$ cat src/hw/rtl/amt_pkg.sv
// ----------------------------------------------------------------------------
// amt_pkg
// Shared types, constants and helpers for the affine matrix transform unit.
// ----------------------------------------------------------------------------
package amt_pkg;

  localparam int FRAC_BITS   = 16;
  localparam int VALUE_WIDTH = 32;
  localparam int PROD_WIDTH  = 2 * VALUE_WIDTH;
  localparam int ACC_WIDTH   = PROD_WIDTH + 4;

  typedef logic signed [VALUE_WIDTH-1:0] val_t;
  typedef logic signed [ACC_WIDTH-1:0]   acc_t;

  localparam val_t VAL_MAX = {1'b0, {(VALUE_WIDTH-1){1'b1}}};
  localparam val_t VAL_MIN = {1'b1, {(VALUE_WIDTH-1){1'b0}}};
  localparam val_t VAL_ONE = val_t'(64'sd1 <<< FRAC_BITS);

  typedef enum logic [2:0] {
    KIND_IDENTITY  = 3'd0,
    KIND_LOAD_ROW  = 3'd1,
    KIND_SRC_ROW   = 3'd2,
    KIND_TRANSLATE = 3'd3,
    KIND_INVERSE   = 3'd4,
    KIND_POINT     = 3'd5,
    KIND_READ_ROW  = 3'd6,
    KIND_UNUSED    = 3'd7
  } kind_t;

  typedef enum logic [2:0] {
    ST_IDLE,
    ST_MUL,
    ST_TRANS,
    ST_INV,
    ST_POINT,
    ST_OUT
  } state_t;

  // saturate an exact sum to the value range
  function automatic val_t sat_val(input acc_t a, output logic ovf);
    ovf = 1'b0;
    sat_val = a[VALUE_WIDTH-1:0];
    if (a > acc_t'(VAL_MAX)) begin
      ovf = 1'b1;
      sat_val = VAL_MAX;
    end else if (a < acc_t'(VAL_MIN)) begin
      ovf = 1'b1;
      sat_val = VAL_MIN;
    end
  endfunction

endpackage

$ cat src/hw/rtl/amt_mac.sv
// ----------------------------------------------------------------------------
// amt_mac
// Shared multiply-accumulate: one product a*b >>> FRAC_BITS per cycle,
// registered, then summed into a wide accumulator.
// ----------------------------------------------------------------------------
module amt_mac
  import amt_pkg::*;
(
  input  logic clk,
  input  logic rst_n,
  input  logic start,      // load accumulator with init, drop pending product
  input  acc_t init,
  input  logic mul_en,
  input  val_t op_a,
  input  val_t op_b,
  output acc_t acc
);

  logic signed [PROD_WIDTH-1:0] prod_r;
  logic                         prod_v_r;
  acc_t                         acc_r;
  acc_t                         prod_q;

  assign prod_q = acc_t'(prod_r >>> FRAC_BITS);

  always_ff @(posedge clk) begin
    prod_r <= PROD_WIDTH'(op_a) * PROD_WIDTH'(op_b);
    if (!rst_n) begin
      prod_v_r <= 1'b0;
      acc_r    <= '0;
    end else begin
      prod_v_r <= mul_en & ~start;
      if (start) acc_r <= init;
      else if (prod_v_r) acc_r <= acc_r + prod_q;
    end
  end

  assign acc = acc_r;

endmodule

$ cat config.mk
export PLATFORM = sky130hd
export DESIGN_NAME = amt_mac
export DESIGN_NICKNAME = d
export VERILOG_FILES = /design/src/hw/rtl/amt_pkg.sv /design/src/hw/rtl/amt_mac.sv
export SDC_FILE = /design/constraint.sdc
export NUM_CORES = 2
export LEC_CHECK = 0
export BUFFER_PORTS_ARGS = -buffer_cell sky130_fd_sc_hd__buf_2
export CORE_MARGIN = 2
export CORE_UTILIZATION = 65
export CTS_BUF_LIST = sky130_fd_sc_hd__clkbuf_16
export CTS_CLUSTER_DIAMETER = 50
export CTS_CLUSTER_SIZE = 14
export DETAILED_ROUTE_END_ITERATION = 10
export HOLD_SLACK_MARGIN = 0.08
export PLACE_DENSITY_LB_ADDON = 0.25
export SYNTH_ARGS = -nofsm -noshare
export SYNTH_HDL_FRONTEND = slang
export SYNTH_SLANG_ARGS = --single-unit
$ cat constraint.sdc
create_clock -name clk -period 9.97 [get_ports clk]
set_input_delay 0.4985 -clock clk [delete_from_list [all_inputs] [get_ports clk]]
set_output_delay 0.4985 -clock clk [all_outputs]
set_load 0.05 [all_outputs]
## Yosys cells after proc, flatten, opt, wreduce, memory -nomap -nowiden

Index checks and enable logic that the tools add are counted.

| cells by class | value |
|---|---|
| $add $sub $neg | 1 |
| multipliers | 1 |
| divide/modulo/power cells | 0 |
| magnitude comparators | 0 |
| equal/unequal tests | 0 |
| shifts and indexed selects | 0 |
| mux-type cells | 2 |
| bitwise logic cells | 2 |
| reductions and logical operators | 1 |

Operators by type and width:

| cell | count |
|---|---|
| two-way mux 68 bit | 2 |
| adder 68 x 48 -> 68 bit | 1 |
| multiplier 32 x 32 -> 64 bit | 1 |
| nonzero test 2 bit | 1 |
| AND 1 bit | 1 |
| inverter 1 bit | 1 |

| storage, ports and cells | value |
|---|---|
| flip-flop bits (word level) | 133 |
| bits in latches | 0 |
| RAM bits | 0 |
| ROM bits | 0 |
| bits of input ports | 136 |
| logic and storage cells | 10 |
| memories kept | 0 |

## Longest topological paths before layout

| depth | value |
|---|---|
| depth after elaboration | 3 |
| depth in mapped cells | 29 |
| depth with buffers taken out | 28 |

## Worst setup path after synthesis

OpenSTA, ideal clock, no wires.

| path | value |
|---|---|
| path type | input to register |
| start | input port op_a[31] |
| end | register prod_r[63] |
| library setup time | 0.063 ns |
| arrival time | 7.630 ns |
| required time | 9.907 ns |
| slack | 2.277 ns |
| stages | 27 |
| path through | clkbuf_1 -> nand2_1 -> inv_1 -> fa_1 -> inv_1 -> fa_1 -> fa_1 -> inv_1 -> fa_1 -> inv_1 -> fa_1 -> inv_1 -> fa_1 -> inv_1 -> fa_1 -> inv_1 -> fa_1 -> ha_1 -> a21oi_1 -> o21bai_1 -> a21oi_1 -> o21ai_0 -> a211oi_1 -> o21a_1 -> o21ai_2 -> or4_1 -> nand3_1 |

| between the ends | value |
|---|---|
| word-level cells in the longest chain between the ends | 1 |

Ends and longest elaborated chain:

| item | RTL line | RTL |
|---|---|---|
| start, declared | amt_mac.sv:14 | `input val_t op_a,` |
| multiplier 32 x 32 -> 64 bit | amt_mac.sv:27 | `prod_r <= PROD_WIDTH'(op_a) * PROD_WIDTH'(op_b);` |
| end signal, assigned | amt_mac.sv:27 |  |
| end, declared | amt_mac.sv:19 | `logic signed [PROD_WIDTH-1:0] prod_r;` |

Every way passes these cells.
A chain may end at the register's enable or synchronous reset.

## Final worst setup path

| path | value |
|---|---|
| start | input port op_b[17] |
| end | register prod_r[57] |

| between the ends | value |
|---|---|
| word-level cells in the longest chain between the ends | 1 |

Ends and longest elaborated chain:

| item | RTL line | RTL |
|---|---|---|
| start, declared | amt_mac.sv:15 | `input val_t op_b,` |
| multiplier 32 x 32 -> 64 bit | amt_mac.sv:27 |  |

Every way passes these cells.

==> metrics.txt <==
status=complete, no violations; Detailed Route WL=between 100 and 150 mm; clock root buffer=clkbuf_16; Port Buf Inserts=203; fin. max-slew vios=0; R2R Setup Slk=5910 ps; CP startpoint=op_b[17]; Final setup viols=0; Post-Syn Area=~43,000 sq um; post-cts sizing count=0; worst path arrival time=slightly below 9000 ps; hold_buf cts=0; clock buffer depth=2; cts bufs inserted=17; hold slack=approximately 300 ps; Post-synth EDFFs=0; max cap viols=0; row cnt=94; critical path's top delay family=adder cells; Die Area=between 60,000 and 70,000 sq um; clock transition at the registers of the reported paths=about 70 ps; critical path startpoint category=primary input; Crit path depth=27; Ports=204; final critical-path required period=8420 ps; Avg Cell Area, Syn=9.16 sq um; Area Growth Syn to Fin=4.24%; FF-to-FF End=acc[66]; Final HPWL DP=between 90 and 100 mm; worst setup path end=prod_r[57]; RSZ-0062 raised after global routing=no; core footprint=65,500 sq um; initial antenna violation count=6; final cycle utilization of the critical path=a little over four fifths; die width=261 microns; Seq/Total Area, Yosys=5.47%; critical path's slowest cell=buf_2; fmax=119 MHz; Initial Util=65.4%; Syn Nets=6,140; CP Capture Type=flop; Vias/cell=5.81; Starting DRT DRC Count=~2,100; Yosys cell types=67; TritonCTS clock tree=yes; Setup CP Type=in -> reg; clk sinks=117; Mapped Cells=4,675; final setup TNS=0 ps; Slew headroom=between 20% and 30%; detailed-route via count=~32,000; Final Hold Fails=0; slowest stage delay, CP=650 ps; Setup Buffers After CTS=0; reg2reg start=acc[0]; H-tree depth=4; reg2reg path depth=14; Max FO, Critical Path=32; Least-Margin Pin Slew=1060 ps; Min-Delay Path Class=in -> reg; cell mode on critical path=fa_1; yosys warns=0; WP data required=slightly above 10,000 ps; DRC=0; pin count of the biggest net entering global routing=80; top_reg_cell synth=dfxtp_1; GR Util All Layers=35.0%; clk_lat worst skew=430 ps; DR pass1 iterations=6; routed len/inst=a little over 20 microns; gpl congestion=0.956; share of cells above drive strength 1=5.64%; nets=between 6,000 and 7,000; first-pass GRT wire length=183 mm; WP buf/inv=6; share of synthesized registers carrying an async set or reset=0%; vias in the first global route=34,200; Seq cells post-synth=117; global route overflow=0; skew final=12.9 ps; die height=261 microns; post-route ant nets=0
cell usage after synthesis, types with 5 or more instances:
master    number  share of area (%)
inv_1       1018                8.9
or3_1          6              0.088
xnor2_1       80                1.6
a211oi_1      26               0.46
and2_1       521                7.6
a21o_1        66                1.2
nand2_1      561                4.9
o21bai_1      22               0.39
a21oi_2        5               0.10
nor2b_1        9               0.13
dfxtp_1      117                5.5
a211o_1        8               0.16
o22ai_1        8               0.12
nor3_1        18               0.21
nor2_1       118                1.0
o21a_1        10               0.18
o211ai_1      11               0.19
nand4_1       19               0.28
clkbuf_1     237                2.1
a221oi_1       5               0.10
a41oi_1        5               0.10
nand2b_1      20               0.29
o21ai_0       89                1.0
nand3_1       26               0.30
o21ai_1        5              0.058
a31oi_1       13               0.19
and3_1        23               0.34
a21oi_1      179                2.1
fa_1        1082                 51
ha_1         247                7.2
xor2_1        39               0.80
mux2i_1       16               0.37
registers in the layout, summed over array words and instances (netlist names):
name      count
prod_r       48
acc          68
prod_v_r      1
through the flow:
step           utilization [%]  std cells  worst slack [ps]  instance area, sq um
2_1_floorplan                -       4675              2280                 42800
3_3_place_gp              67.3       5509              1370                 44100
3_5_place_dp              67.3       5509              1200                 44100
4_1_cts                   68.1       5541              1640                 44600
5_1_grt                   68.1       5543              1210                 44600
6_report                  68.1       5544              1550                 44600
worst register-to-register path, stage by stage, from the launching register on:
cell,delay [ps]
dfxtp_1,420
ha_1,200
inv_1,50
fa_1,400
nand2b_1,190
a21oi_1,220
o21ai_1,150
o211a_1,310
o31ai_1,480
a31o_2,320
a41o_1,280
a31oi_1,220
o31ai_1,330
mux2i_1,230
o22ai_1,90
worst min path at each step:
| stage | slack (ps) | depth (start not counted) | from | to |
|---|---|---|---|---|
| 2_1_floorplan | 640 | 1 | init[42] | acc[42] |
| 3_3_place_gp | 540 | 2 | acc[21] | acc[21] |
| 3_5_place_dp | 550 | 2 | acc[58] | acc[58] |
| 4_1_cts | 300 | 2 | mul_en | prod_v_r |
| 5_1_grt | 310 | 2 | mul_en | prod_v_r |
| 6_report | 300 | 2 | mul_en | prod_v_r |
per-layer routing:
metal / track usage [%] / wire length, microns / vias up
met3: 4.64 / 7300 / 412
met4: 20.9 / 7910 / 6
li1: - / - / 13900
met2: 58.3 / 55600 / 1333
met1: 44.1 / 42700 / 16600
met5: 0 / 32 / -
logic make-up after synthesis:
kind of cell	share of synthesized area [%]
simple gates	15.6
fa+ha+maj	57.8
flops	5.47
compound gates	7.20
buf+inv	11.1
mux	0.374
xor+xnor	2.43
placed cells by master (no fill, tap or decap), types with 5 or more instances in the layout:
cell / count
ha_1: 247
fa_1: 1082
nand2b_1: 20
a21o_1: 66
o211ai_1: 11
buf_2: 203
a21oi_1: 179
nand3_1: 26
and3_1: 23
a211oi_1: 26
o21ai_0: 89
o21a_1: 10
a211o_1: 8
nand2_1: 561
or3_1: 6
nand4_1: 19
inv_1: 1017
o21ai_1: 5
buf_4: 10
dfxtp_1: 116
xnor2_1: 80
clkbuf_16: 17
mux2i_1: 16
o22ai_1: 8
o21bai_1: 22
a41oi_1: 5
a31oi_1: 13
and2_1: 521
nor2_1: 118
a21oi_2: 5
xor2_1: 39
a221oi_1: 5
nor2b_1: 9
nor3_1: 18
layout make-up:
| class | instances | area [sq um] |
|---|---|---|
| inverters | 1018 | 3820 |
| diodes | 3 | 7.51 |
| flip-flops and latches | 117 | 2340 |
| multi-input cells | 3297 | 35700 |
| well taps | 864 | 1080 |
| clock inverters | 15 | 130 |
| clock buffers | 17 | 425 |
| fillers | 5215 | 20900 |
| repair buffers | 213 | 1090 |
Power is not shown: default switching activity piles up to over one toggle a cycle in this logic, so the estimate is an artifact.
